`config.mk`:
```
export PLATFORM = sky130hd
export DESIGN_NAME = fnvb36_front
export DESIGN_NICKNAME = d
export VERILOG_FILES = /design/src/rtl/core/fnv1a64_base36_suffix_unit_assert.svh /design/src/rtl/core/fnvb36_pkg.sv /design/src/rtl/core/fnvb36_front.sv
export SDC_FILE = /design/constraint.sdc
export NUM_CORES = 1
export LEC_CHECK = 0
export BUFFER_PORTS_ARGS = -buffer_cell sky130_fd_sc_hd__buf_2
export CORE_ASPECT_RATIO = 0.7
export CORE_MARGIN = 1.5
export CORE_UTILIZATION = 41
export CTS_CLUSTER_SIZE = 12
export DETAILED_ROUTE_END_ITERATION = 7
export PLACE_DENSITY = 0.63
export SLEW_MARGIN = 30
export SYNTH_ARGS = -nofsm -noshare
export SYNTH_HDL_FRONTEND = slang
export SYNTH_SLANG_ARGS = --single-unit
```
`constraint.sdc`:
```
create_clock -name clk -period 8.28 [get_ports clk]
set_input_delay 0.414 -clock clk [delete_from_list [all_inputs] [get_ports clk]]
set_output_delay 0.414 -clock clk [all_outputs]
set_load 0.01 [all_outputs]
```
`src/rtl/core/fnv1a64_base36_suffix_unit_assert.svh`:
```
// Assertion macros for the FNV-1a base-36 suffix unit.
// Expects a clock named clk and a reset named rst in the using module.
`ifndef FNV1A64_BASE36_SUFFIX_UNIT_ASSERT_SVH
`define FNV1A64_BASE36_SUFFIX_UNIT_ASSERT_SVH
// same-cycle implication
`define FNVB36_ASSERT_NOW(label, ante, cons) \
  label: assert property (@(posedge clk) disable iff (rst) (ante) |-> (cons)) \
    else $error("fnvb36 assertion failed");
// next-cycle implication
`define FNVB36_ASSERT_NEXT(label, ante, cons) \
  label: assert property (@(posedge clk) disable iff (rst) (ante) |=> (cons)) \
    else $error("fnvb36 assertion failed");
`endif

```
`src/rtl/core/fnvb36_pkg.sv`:
```
// Shared types, constants and functions of the FNV-1a base-36 suffix unit.
// No dependencies.
`default_nettype none
package fnvb36_pkg;

  localparam int HASH_W          = 64;
  localparam int NUM_FIELDS      = 5;
  localparam int CHAR_W          = 7;
  localparam int SUFFIX_DIGITS_D = 5;
  localparam int QUEUE_DEPTH     = 2;

  localparam logic [HASH_W-1:0] FNV_BASIS = 64'hcbf29ce484222325;

  // long division by 36, one chunk of the hash a cycle, most significant first
  localparam int RADIX      = 36;
  localparam int REM_W      = 6;
  localparam int CHUNK_W    = 16;
  localparam int NUM_CHUNKS = HASH_W / CHUNK_W;
  localparam int PART_W     = REM_W + CHUNK_W;
  localparam int RECIP_S    = 27;
  localparam logic [PART_W-1:0] RECIP_M = 22'd3728271;

  typedef logic [HASH_W-1:0] hash_t;

  typedef struct packed {
    logic  valid;
    hash_t hash;
  } hash_req_t;

  typedef struct packed {
    logic full;
    logic nonempty;
  } queue_stat_t;

  typedef enum logic [1:0] {
    BK_IDLE,
    BK_CONV,
    BK_HOLD
  } back_state_t;

  // multiply by the FNV prime 2^40 + 2^8 + 0xb3, low 64 bits
  function automatic hash_t fnv_mul(input hash_t x);
    return (x << 40) + (x << 8) + (x << 7) + (x << 5) + (x << 4) + (x << 1) + x;
  endfunction

  function automatic logic [CHAR_W-1:0] digit_char(input logic [REM_W-1:0] d);
    logic [CHAR_W-1:0] dx;
    dx = {1'b0, d};
    return (d < 6'd10) ? (7'd48 + dx) : (7'd87 + dx);
  endfunction

endpackage
`default_nettype wire

```
`src/rtl/core/fnvb36_front.sv`:
```
// Front: takes string bytes and keeps the running FNV-1a hash.
// Pushes the final hash of each string into the queue. Uses fnvb36_pkg.
`default_nettype none
module fnvb36_front (
  input  wire                     clk,
  input  wire                     rst,
  input  wire                     byte_valid,
  output logic                    byte_stall,
  input  wire  [7:0]              data_byte,
  input  wire                     end_of_string,
  input  fnvb36_pkg::queue_stat_t q_stat,
  output fnvb36_pkg::hash_req_t   push
);
  import fnvb36_pkg::*;

  hash_t running_hash;
  hash_t hash_next;
  logic  take;

  assign byte_stall = q_stat.full;
  assign take       = byte_valid && !q_stat.full;
  assign hash_next  = fnv_mul(running_hash ^ {56'd0, data_byte});

  assign push.valid = take && end_of_string;
  assign push.hash  = hash_next;

  always_ff @(posedge clk) begin
    if (rst) begin
      running_hash <= FNV_BASIS;
    end else if (take) begin
      running_hash <= end_of_string ? FNV_BASIS : hash_next;
    end
  end

endmodule
`default_nettype wire

```
==> flow_metrics.py <==
metrics = {
    "worst_setup_path": {
        "reg2reg_depth": 18,
        "path_max_fanout": 6,
        "crit_path_end": "push[61]",
        "critPathTopFamily": "adder cells",
        "startpoint_type": "flop",
        "crit_type": "flop to primary output",
        "crit_path_frequent_cell": "fa_1",
        "critPathRequiredTime_ns": 7.87,
        "crit-reg2reg-capture": "running_hash[61]$_SDFFE_PP0P_",
        "crit_cells": 18,
        "endpoint_kind": "primary output",
        "rrSetupSlack_ns": 2.14,
        "worst_path_max_delay_cell": "o311ai_1",
        "crit_chain": "xor2_1 > inv_1 > fa_1 > inv_1 > fa_1 > fa_1 > ha_1 > ha_1 > o211ai_1 > a21oi_1 > o21ai_1 > nor2b_1 > o31ai_1 > o311ai_1 > a41o_1 > a21oi_1 > xnor2_1 > buf_2",
        "r2r_start": "running_hash[2]$_SDFFE_PP1P_",
        "crit_start": "running_hash[2]$_SDFFE_PP1P_",
        "critical_path.max_stage_delay_ns": 0.87,
        "critPathBufInv": 3,
        "arrival_ns": 6.41,
    },
    "sta": {
        "setup_viol": 0,
        "final_hold_viol_count": 0,
        "slew_headroom_pct": 32.6,
        "worst_slew_pin_slew_ns": 0.996,
        "setup_slack_ns": 1.45,
        "fin_crit_sh_pct": 82.5,
        "fin_setup_tns_ns": 0,
        "skew_ns": 0.00907,
        "fmax_ghz": 0.146,
        "rsz0062_at_grt": "false",
        "maxSlewViolCount": 0,
        "min_period_ns": 6.83,
    },
    "drt": {
        "drtPass1Iterations": 5,
        "drt_drc_violations_left": 0,
        "wl_per_cell_um": 18.5,
        "ant_nets": 0,
        "drt_first_iter_violations": 660,
        "num_vias": 9714,
        "drt-total-wl_mm": 35.0,
        "post_drt_via_cell_ratio": 5.15,
    },
    "synth": {
        "synth_cells": 1406,
        "synth_warnings": 0,
        "synth_top_area_cell": "fa_1",
        "synth.area.top_cells": "fa_1, inv_1, ha_1, dfxtp_1, xnor2_1",
        "async_flop_share_pct": 0,
        "synth_nets": 1775,
        "synth_ff_type": "dfxtp_1",
        "synth_most_common_cell": "inv_1",
        "syn_area_um2": 12700,
        "yosysSeqAreaShare_pct": 10.1,
        "syn_area_per_cell_um2": 9.01,
        "synth_commonest_cells": "inv_1, fa_1, ha_1, nand2_1, a21oi_1",
        "synth-seq-cells": 64,
        "ys_types": 59,
        "yosys.area.top_type_share_pct": 38.7,
        "synth_edf_count": 0,
    },
    "floorplanning": {
        "core_area_um2": 30200,
        "die_h_um": 150,
        "die_x_um": 213,
        "die_area_um2": 32000,
        "row_count": 53,
        "start_util_pct": 41.9,
        "io_pins": 80,
    },
    "global_routing": {
        "grt_max_degree": 51,
        "grt_pass1_vias": 9853,
        "grt_overflow": 0,
        "antenna_found_initial": 0,
        "grt_first_pass_wirelength_mm": 55.9,
        "track_usage_pct": 23.6,
    },
    "placement": {
        "dpl_worst_slack_ns": 1.52,
        "io_buffers": 78,
        "place_congestion": 0.933,
        "hpwl_mm": 29.6,
    },
    "final_layout": {
        "diodes": 0,
        "fill_cells": 3011,
        "largest_reg_flops": 64,
        "multi_input_area_um2": 9780,
        "regArea_um2": 1280,
        "largestRegisters": "running_hash: 64 flops",
        "regMostFlops": "running_hash",
        "areaGrowthSynthToFinish_pct": 8.95,
        "drive_gt1_share_pct": 8.28,
        "nNetsFinal": 1840,
    },
    "clock_tree": {
        "cts.path.max_buffers": 2,
        "cts_tree": "yes",
        "ctsResizeCount": 0,
        "postCtsSetupBuffers": 0,
        "cts-buffers-inserted": 9,
        "cts-root-buf": "clkbuf_16",
        "htree_levels": 3,
        "clk_pin_slew_ns": 0.06,
        "clkLatencyLatePin_ns": 0.37,
        "clock-sinks": 64,
        "cts_hold_buf": 0,
    },
    "flow_run": {
        "drv_cap": 0,
    },
    "status": {
        "run_status": "finished, final reports clean",
    },
    "min_path": {
        "min_path_type": "input port to flop",
    },
}
-- tightest hold or removal path, cell delays in order --
cell and delay [ns]:
buf_2 0.12, nand2_1 0.07, xor2_1 0.06, nand2_1 0.06
-- area by class of cell --
type	count	share of cell area, %
Clock buffer	13	1.81
Clock inverter	1	0.0363
Inverter	402	10.9
Multi-Input combinational cell	906	70.8
Sequential cell	64	9.28
Tap cell	412	3.73
Timing Repair Buffer	88	3.37
-- cells by family (layout without fill, tap and decap cells) --
family	count (synthesis)	after routing	share of synthesized area (%)
flops	64	64	10.1
simple gates	200	200	7.08
xor+xnor	83	83	5.74
compound gates	268	268	14.5
buf+inv	436	504	13.0
fa+ha+maj	355	355	49.6
-- worst min path at each step --
| stage | startpoint | end | slack [ns] | cells after the start |
|---|---|---|---|---|
| 5_1_grt | data_byte[0] | running_hash[0]$_SDFFE_PP1P_ | 0.40 | 4 |
| 4_1_cts | data_byte[0] | running_hash[0]$_SDFFE_PP1P_ | 0.36 | 4 |
| 3_5_place_dp | running_hash[51]$_SDFFE_PP0P_ | running_hash[51]$_SDFFE_PP0P_ | 0.46 | 1 |
| 6_report | data_byte[0] | running_hash[0]$_SDFFE_PP1P_ | 0.38 | 4 |
| 3_3_place_gp | running_hash[4]$_SDFFE_PP0P_ | running_hash[4]$_SDFFE_PP0P_ | 0.45 | 2 |
| 2_1_floorplan | running_hash[25]$_SDFFE_PP0P_ | running_hash[25]$_SDFFE_PP0P_ | 0.44 | 1 |
-- metal layers --
layer  track usage, %  wire (um)  share of wire [%]  vias up
met5                0          0                  0        -
met4             6.21        633                1.8        0
met3             5.52       2750                7.9       39
met2             33.2      14300                 41      318
met1             35.8      17300                 50     4846
li1                 -          -                  -     4511
-- cells in the final DEF, fill, tap and decap left out, drive strengths merged, types with 6 or more instances in the layout --
master  synthesis  layout
a31oi          12      12
a21o           37      37
xnor2          57      57
o21a            6       6
nand4          13      13
a211oi          6       6
xor2           26      26
fa            245     245
a22oi          21      21
inv           402     402
a21oi          70      70
ha            110     110
and3            9       9
nand3           9       9
dfxtp          64      64
buf             8      88
clkbuf         26      13
nor2           56      56
o21ai          43      43
o211ai         22      22
nand2          76      76
nor3           16      16
nor2b           6       6
o21bai         14      14
a22o           12      12
-- per-stage QoR --
step           cells  area [um2]  utilization, %  hold WS (ns)
2_1_floorplan   1406       12700               -         0.442
3_3_place_gp    1872       13500            44.8         0.454
3_5_place_dp    1872       13500            44.8         0.462
4_1_cts         1886       13800            45.6         0.356
5_1_grt         1886       13800            45.6         0.398
6_report        1886       13800            45.6         0.377
Power is not shown: default switching activity piles up to over one toggle a cycle in this logic, so the estimate is an artifact.
