--- config.mk ---
export PLATFORM = sky130hd
export DESIGN_NAME = fnvb36_queue
export DESIGN_NICKNAME = d
export VERILOG_FILES = /design/src/rtl/core/fnv1a64_base36_suffix_unit_assert.svh /design/src/rtl/core/fnvb36_pkg.sv /design/src/rtl/core/fnvb36_queue.sv
export SDC_FILE = /design/constraint.sdc
export NUM_CORES = 1
export LEC_CHECK = 0
export BUFFER_PORTS_ARGS = -buffer_cell sky130_fd_sc_hd__buf_2
export CORE_UTILIZATION = 30
export CTS_CLUSTER_DIAMETER = 100
export DETAILED_ROUTE_END_ITERATION = 10
export PLACE_DENSITY = 0.5
export SYNTH_ARGS = -nofsm -noshare
export SYNTH_HDL_FRONTEND = slang
export SYNTH_SLANG_ARGS = --single-unit
--- constraint.sdc ---
create_clock -name clk -period 10.15 [get_ports clk]
set_clock_uncertainty 0.1 [all_clocks]
set_input_delay 1.015 -clock clk [delete_from_list [all_inputs] [get_ports clk]]
set_output_delay 1.015 -clock clk [all_outputs]
set_load 0.01 [all_outputs]
--- src/rtl/core/fnv1a64_base36_suffix_unit_assert.svh ---
// Assertion macros for the FNV-1a base-36 suffix unit.
// Expects a clock named clk and a reset named rst in the using module.
`ifndef FNV1A64_BASE36_SUFFIX_UNIT_ASSERT_SVH
`define FNV1A64_BASE36_SUFFIX_UNIT_ASSERT_SVH
// same-cycle implication
`define FNVB36_ASSERT_NOW(label, ante, cons) \
  label: assert property (@(posedge clk) disable iff (rst) (ante) |-> (cons)) \
    else $error("fnvb36 assertion failed");
// next-cycle implication
`define FNVB36_ASSERT_NEXT(label, ante, cons) \
  label: assert property (@(posedge clk) disable iff (rst) (ante) |=> (cons)) \
    else $error("fnvb36 assertion failed");
`endif

--- src/rtl/core/fnvb36_pkg.sv ---
// Shared types, constants and functions of the FNV-1a base-36 suffix unit.
// No dependencies.
`default_nettype none
package fnvb36_pkg;

  localparam int HASH_W          = 64;
  localparam int NUM_FIELDS      = 5;
  localparam int CHAR_W          = 7;
  localparam int SUFFIX_DIGITS_D = 5;
  localparam int QUEUE_DEPTH     = 2;

  localparam logic [HASH_W-1:0] FNV_BASIS = 64'hcbf29ce484222325;

  // long division by 36, one chunk of the hash a cycle, most significant first
  localparam int RADIX      = 36;
  localparam int REM_W      = 6;
  localparam int CHUNK_W    = 16;
  localparam int NUM_CHUNKS = HASH_W / CHUNK_W;
  localparam int PART_W     = REM_W + CHUNK_W;
  localparam int RECIP_S    = 27;
  localparam logic [PART_W-1:0] RECIP_M = 22'd3728271;

  typedef logic [HASH_W-1:0] hash_t;

  typedef struct packed {
    logic  valid;
    hash_t hash;
  } hash_req_t;

  typedef struct packed {
    logic full;
    logic nonempty;
  } queue_stat_t;

  typedef enum logic [1:0] {
    BK_IDLE,
    BK_CONV,
    BK_HOLD
  } back_state_t;

  // multiply by the FNV prime 2^40 + 2^8 + 0xb3, low 64 bits
  function automatic hash_t fnv_mul(input hash_t x);
    return (x << 40) + (x << 8) + (x << 7) + (x << 5) + (x << 4) + (x << 1) + x;
  endfunction

  function automatic logic [CHAR_W-1:0] digit_char(input logic [REM_W-1:0] d);
    logic [CHAR_W-1:0] dx;
    dx = {1'b0, d};
    return (d < 6'd10) ? (7'd48 + dx) : (7'd87 + dx);
  endfunction

endpackage
`default_nettype wire

--- src/rtl/core/fnvb36_queue.sv ---
// Short queue of finished hashes between front and back.
// Uses fnvb36_pkg.
`default_nettype none
module fnvb36_queue (
  input  wire                     clk,
  input  wire                     rst,
  input  fnvb36_pkg::hash_req_t   push,
  input  wire                     pop,
  output fnvb36_pkg::hash_t       head,
  output fnvb36_pkg::queue_stat_t q_stat
);
  import fnvb36_pkg::*;

  localparam int PTR_W = (QUEUE_DEPTH > 1) ? $clog2(QUEUE_DEPTH) : 1;
  localparam int CNT_W = $clog2(QUEUE_DEPTH + 1);

  hash_t             entries [QUEUE_DEPTH];
  logic [PTR_W-1:0]  wr_ptr;
  logic [PTR_W-1:0]  rd_ptr;
  logic [CNT_W-1:0]  count;

  assign q_stat.full     = (count == CNT_W'(QUEUE_DEPTH));
  assign q_stat.nonempty = (count != '0);
  assign head            = entries[rd_ptr];

  always_ff @(posedge clk) begin
    if (push.valid) begin
      entries[wr_ptr] <= push.hash;
    end
  end

  always_ff @(posedge clk) begin
    if (rst) begin
      wr_ptr <= '0;
      rd_ptr <= '0;
      count  <= '0;
    end else begin
      if (push.valid) begin
        wr_ptr <= (wr_ptr == PTR_W'(QUEUE_DEPTH - 1)) ? '0 : wr_ptr + 1'b1;
      end
      if (pop) begin
        rd_ptr <= (rd_ptr == PTR_W'(QUEUE_DEPTH - 1)) ? '0 : rd_ptr + 1'b1;
      end
      if (push.valid && !pop) begin
        count <= count + 1'b1;
      end else if (!push.valid && pop) begin
        count <= count - 1'b1;
      end
    end
  end

endmodule
`default_nettype wire

==> metrics.md, run 1 <==
| Metric | Value |
|---|---|
| Outcome | complete, no violations |
| Reg2reg path depth | 2 |
| Hold Crit Class | reg2reg |
| Via count | 2,529 |
| GRT overflow | 0 |
| Crit-path cells | mux2_2, buf_2 |
| Flop-to-flop setup slack | 7990 ps |
| First-pass GRT wire length | 13,300 um |
| Worst Hold Depth | 2 |
| Post-DP HPWL | 5150 um |
| Remaining antenna violation count | 0 |
| Post_cts resized | 0 |
| Fin crit period | 3100 ps |
| Layout cell share with drive strength beyond 1 | 0.613 |
| Yosys warning total | 0 |
| Core ar. | 15,800 um2 |
| CTS buffer count | 17 |
| CP Max Fanout | 64 |
| Crit start category | register |
| Worst setup margin | 7050 ps |
| Reg clk slew, reported paths | 50 ps |
| Clock tree sinks | 133 |
| Vias/cell | 4.24 |
| Worst Path Arrival | 1980 ps |
| Combinational fraction of design power | 0.082 |
| Hold Path Sink | rd_ptr |
| Die H | 129 um |
| HP Start | rd_ptr |
| Top-area cell type share of the netlist area | 0.793 |
| Worst slew pin tran | 972 ps |
| F_max | 323 MHz |
| Post-synthesis sequential area ratio | 0.813 |
| DRC violations left | 0 |
| Yosys reg bits | 133 |
| Switch Pwr | 0.299 mW |
| Switching Share | 0.205 |
| Total Wirelength | 8730 um |
| Worst-skew pair later-pin latency | 410 ps |
| PwrDens | 228 nW/um2 |
| DR WL/cell | 14.6 um |
| Pin count of the biggest net entering global routing | 65 |
| Setup_tns | 0 ps |
| Largest delay share family, worst path | flip-flops |
| Htree depth | 4 |
| CTS Hold Bufs | 0 |
| Longest Clk Path Bufs | 2 |
| Hold Vio Cnt, Final | 0 |
| P_leak | 2.40 nW |
| Int Power | 1.16 mW |
| Crit path largest cell delay | 960 ps |
| Antenna violations before repair | 0 |
| Initial Util | 0.306 |
| Nets | 436 |
| Pre-CTS setup slack | 7090 ps |
| Post-synth cell types | 17 |
| IO Port Bufs | 133 |
| Maxcap violations | 0 |
| Max VDD drop | 0.000107 V |
| Synth area leaders | edfxtp_1 79%, mux2_2 15%, dfxtp_1 2.1% |
| Rows | 46 |
| Syn_nets | 290 |
| WP data required | 9040 ps |
| Reg2Reg Launch Point | wr_ptr |
| Slowest-stage cell, CP | dfxtp_4 |
| Unrepaired setup endpoints after global routing | no |
| Die width | 129 um |
| Endpoints failing setup | 0 |
| Global Route Usage Sum | 0.111 |
| CTS tree | yes |
| GP Congestion | 0.629 |
| Drt first pass iters | 4 |
| Post-Syn Area per Cell | 21.9 um2 |
| Clk network pwr share | 0.467 |
| DRT iter0 DRCs | 73 |
| Post-Syn Instances | 221 |
| CTS Root Buffer Type | clkbuf_16 |
| Area growth syn-to-layout | 31.8% |
| Critical path class | reg2out |
| Mapped Area | 4850 um2 |
| Max Transition Viols Final | 0 |
| Synth area leader | edfxtp_1 |
| Flop pwr share | 0.451 |
| Vias in the first global route | 2,566 |
| Fin crit share | 0.305 |
| IO Pins | 134 |
| R2R Path End | entries[0][13] |
| Post-CTS Setup Bufs | 0 |
| WP buf/inv | 1 |
| Crit. End Element | primary output |
| Slew HR | 0.351 |
| Ant diodes | 0 |
| Die Area | 16,700 um2 |
==> cell usage after synthesis <==
cell,n
or3_1,1
and2_1,1
nor2_1,4
buf_4,1
nor2b_1,1
xnor2_1,2
ha_1,1
mux2_2,64
dfxtp_1,5
inv_1,1
and2b_2,1
edfxtp_1,128
buf_6,6
a21oi_1,1
xor2_1,2
o21ai_0,1
or2_2,1
==> placed cells by master (no fill, tap or decap) <==
cell | synthesis | routed
buf_4 | 1 | 1
or2_2 | 1 | 1
xor2_1 | 2 | 2
clkbuf_1 | 0 | 1
clkinv_1 | 0 | 1
ha_1 | 1 | 1
a21oi_1 | 1 | 1
dfxtp_4 | 0 | 1
buf_2 | 0 | 133
edfxtp_1 | 128 | 128
clkbuf_16 | 0 | 17
or3_1 | 1 | 1
nor2b_4 | 0 | 1
xnor2_1 | 2 | 2
mux2_2 | 64 | 64
clkinv_4 | 0 | 3
dfxtp_1 | 5 | 4
inv_1 | 1 | 1
and2_4 | 0 | 1
nor2_1 | 4 | 4
bufinv_16 | 0 | 6
clkinvlp_4 | 0 | 1
o21ai_0 | 1 | 1
and2b_2 | 1 | 1
clkinv_2 | 0 | 3
==> sequential cells by signal, summed over array words and instances, names as in the netlist, named ones only <==
signal,count
count,2
entries,128
rd_ptr,1
wr_ptr,1
==> power by group through the flow <==
stage | registers, mW | logic [mW] | clock network [mW]
after floorplan | 0.659 | 0.0797 | 0
after global placement | 0.669 | 0.121 | 0
after detailed placement | 0.671 | 0.122 | 0
after CTS | 0.660 | 0.123 | 0.699
after global routing | 0.663 | 0.131 | 0.723
final | 0.659 | 0.119 | 0.682
==> layout make-up <==
cell class / instances / area (um2)
Fill cell: 1501 / 9430
Sequential cell: 133 / 3950
Multi-Input combinational cell: 80 / 837
Timing Repair Buffer: 134 / 673
Clock buffer: 18 / 429
Tap cell: 216 / 270
Clock inverter: 14 / 233
Inverter: 1 / 3.75
==> stage by stage <==
step	total power, mW	utilization	area, um2	hold WS (ps)	instances
after floorplan	0.739	-	4850	356	221
after global placement	0.791	0.362	5730	376	564
after detailed placement	0.793	0.362	5730	395	564
after CTS	1.48	0.404	6390	403	596
after global routing	1.52	0.404	6390	462	596
final	1.46	0.404	6390	411	596
==> cells by family (layout without fill, tap and decap cells) <==
group | Yosys count | after routing | share of synthesized area
and+or+nand+nor | 9 | 9 | 0.0101
xor gates and xnor gates | 4 | 4 | 0.00723
AOI/OAI and AO/OA | 2 | 2 | 0.00206
DFF | 133 | 133 | 0.813
adders and majority gates | 1 | 1 | 0.00258
muxes | 64 | 64 | 0.149
buffers and inverters | 8 | 167 | 0.0163
==> layer usage <==
layer	GRT usage	up-vias	wire length [um]
met4	0.0747	0	198
met2	0.174	96	4290
met3	0.0400	13	544
met1	0.129	1251	3690
li1	-	1169	-
met5	0	-	0
==> how the worst max path moves through the flow <==
stage                     startpoint              to  slack [ps]  cells past startpoint
after floorplan             push[64]   entries[0][0]        5730                      1
after detailed placement    push[64]  entries[0][12]        7090                      3
after global routing        register        head[29]        6930                      2
after CTS                   register        head[29]        6970                      2
after global placement      push[64]  entries[0][12]        7100                      3
final                       register        head[29]        7050                      2
==> worst reg2reg max path, cell delays in order (launching register included) <==
cell and delay [ps]:
dfxtp_1 350, nor2b_4 770, buf_4 560
(Power assumes the default switching activity.)
==> run 2, diff against run 1 <==
PLACE_DENSITY = 0.52   (was 0.5)
clock period = 2.7 ns   (was 10.15 ns; I/O delays follow)
==> metrics.md, run 2 (synthesis gave the netlist of run 1 again) <==
| Metric | Value |
|---|---|
| Biggest register | entries |
| Hold Crit Class | in2reg |
| Placed Area | 5790 um2 |
| Fin crit share | 0.777 |
| Clock tree sinks | 133 |
| Area growth syn-to-layout | 43.2% |
| Worst slew pin tran | 545 ps |
| Critical path class | reg2out |
| Max reg flops | 128 |
| Flop-to-flop setup slack | 1100 ps |
| Core ar. | 15,800 um2 |
| Vias/cell | 4.19 |
| Final Total Pwr | 5.01 mW |
| Remaining antenna violation count | 0 |
| FILL cells | 1,447 |
| Nets | 505 |
| Slowest-stage cell, CP | buf_4 |
| Die H | 129 um |
| DRC violations left | 0 |
| Layout cell share with drive strength beyond 1 | 0.511 |
| PwrDens | 721 nW/um2 |
| Post-CTS Setup Bufs | 0 |
| First-pass GRT wire length | 13,900 um |
| Crit. End Element | primary output |
| HP Start | pop |
| Max VDD drop | 0.000368 V |
| CTS buffer count | 17 |
| CTS Root Buffer Type | clkbuf_16 |
| Total Wirelength | 9110 um |
| Die width | 129 um |
| CTS tree | yes |
| Vias in the first global route | 2,831 |
| Pin count of the biggest net entering global routing | 39 |
| GRT overflow | 0 |
| DRT iter0 DRCs | 97 |
| R2R Path End | entries[1][59] |
| IO Pins | 134 |
| Slew HR | 0.637 |
| Fin crit period | 2100 ps |
| WP data required | 2330 ps |
| Hold Vio Cnt, Final | 0 |
| DR WL/cell | 13.7 um |
| Crit-path cells | buf_4, mux2_2, buf_2 |
| Unrepaired setup endpoints after global routing | no |
| CP Max Fanout | 33 |
| Htree depth | 4 |
| Outcome | complete, no violations |
| F_max | 477 MHz |
| Worst setup margin | 603 ps |
| Setup_tns | 0 ps |
| Pre-CTS setup slack | 999 ps |
| Worst Hold Depth | 3 |
| Reg2reg path depth | 2 |
| Core Util, Final | 0.439 |
| Die Area | 16,700 um2 |
| Reg2Reg Launch Point | wr_ptr |
| P_leak | 2.62 nW |
| Max Transition Viols Final | 0 |
| Drt first pass iters | 4 |
| Post-route cell area | 6950 um2 |
| Most common cell after layout, fill and taps aside | buf_2 |
| Worst hold slack | 59.4 ps |
| Initial Util | 0.306 |
| IO Port Bufs | 133 |
| CP Capture Point | head[14] |
| Ant diodes | 0 |
| Post-DP HPWL | 5300 um |
| Worst-skew pair later-pin latency | 400 ps |
| Crit path largest cell delay | 410 ps |
| GP Congestion | 0.669 |
| Maxcap violations | 0 |
| Global Route Usage Sum | 0.115 |
| Via count | 2,780 |
| Top flop regs | entries (128), count (2) |
| Endpoints failing setup | 0 |
| Finished Layout Cells | 664 |
| Longest Clk Path Bufs | 2 |
| Crit start category | register |
| Rows | 46 |
| Reg clk slew, reported paths | 50 ps |
| Most frequent cells in the layout | 133 x buf_2, 128 x edfxtp_1, 65 x dlygate4sd3_1 |
| Antenna violations before repair | 0 |
| Placed Cells | 568 |
| Worst Path Arrival | 1730 ps |
==> run 2: cell type report <==
cell class	count	area, um2	share of cell area
multi-input cells	80	837	0.120
well taps	216	270	0.0389
flip-flops and latches	133	3950	0.568
clock inverters	7	57.6	0.00829
clock buffers	24	452	0.0650
repair buffers	203	1380	0.198
inverters	1	3.75	0.000540
==> run 2: worst min path at each step <==
| stage | end | slack, ps |
|---|---|---|
| finish | rd_ptr | 60 |
| global route | wr_ptr | 60 |
| CTS | rd_ptr | 30 |
| detailed placement | entries[0][19] | 360 |
| global placement | entries[0][45] | 360 |
| floorplan | count[1] | 240 |
==> run 2: worst max-delay path: cells and delay by family, from the launching register on <==
kind     cells  cell delay [ps]
buf+inv      2              550
mux          1              400
flops        1              350
==> run 2: layer usage <==
metal / wire, um / global-route usage / share of wire / vias up
met5: 0 / 0 / 0 / -
met4: 143 / 0.0581 / 0.016 / 0
met3: 538 / 0.0446 / 0.059 / 9
met2: 4360 / 0.184 / 0.48 / 88
met1: 4070 / 0.135 / 0.45 / 1382
li1: - / - / - / 1301
==> run 2: what timing repair did <==
action                                 in CTS  in global routing
resized for setup                           0                  0
endpoints found under the hold margin     133                  0
hold buffers                               65                  0
==> run 2: where the power goes <==
part / switching, mW / internal, mW / total [mW]
Sequential: 0.0302 / 2.41 / 2.44
Clock: 0.749 / 1.25 / 1.99
Combinational: 0.276 / 0.301 / 0.577
Total: 1.06 / 3.96 / 5.01
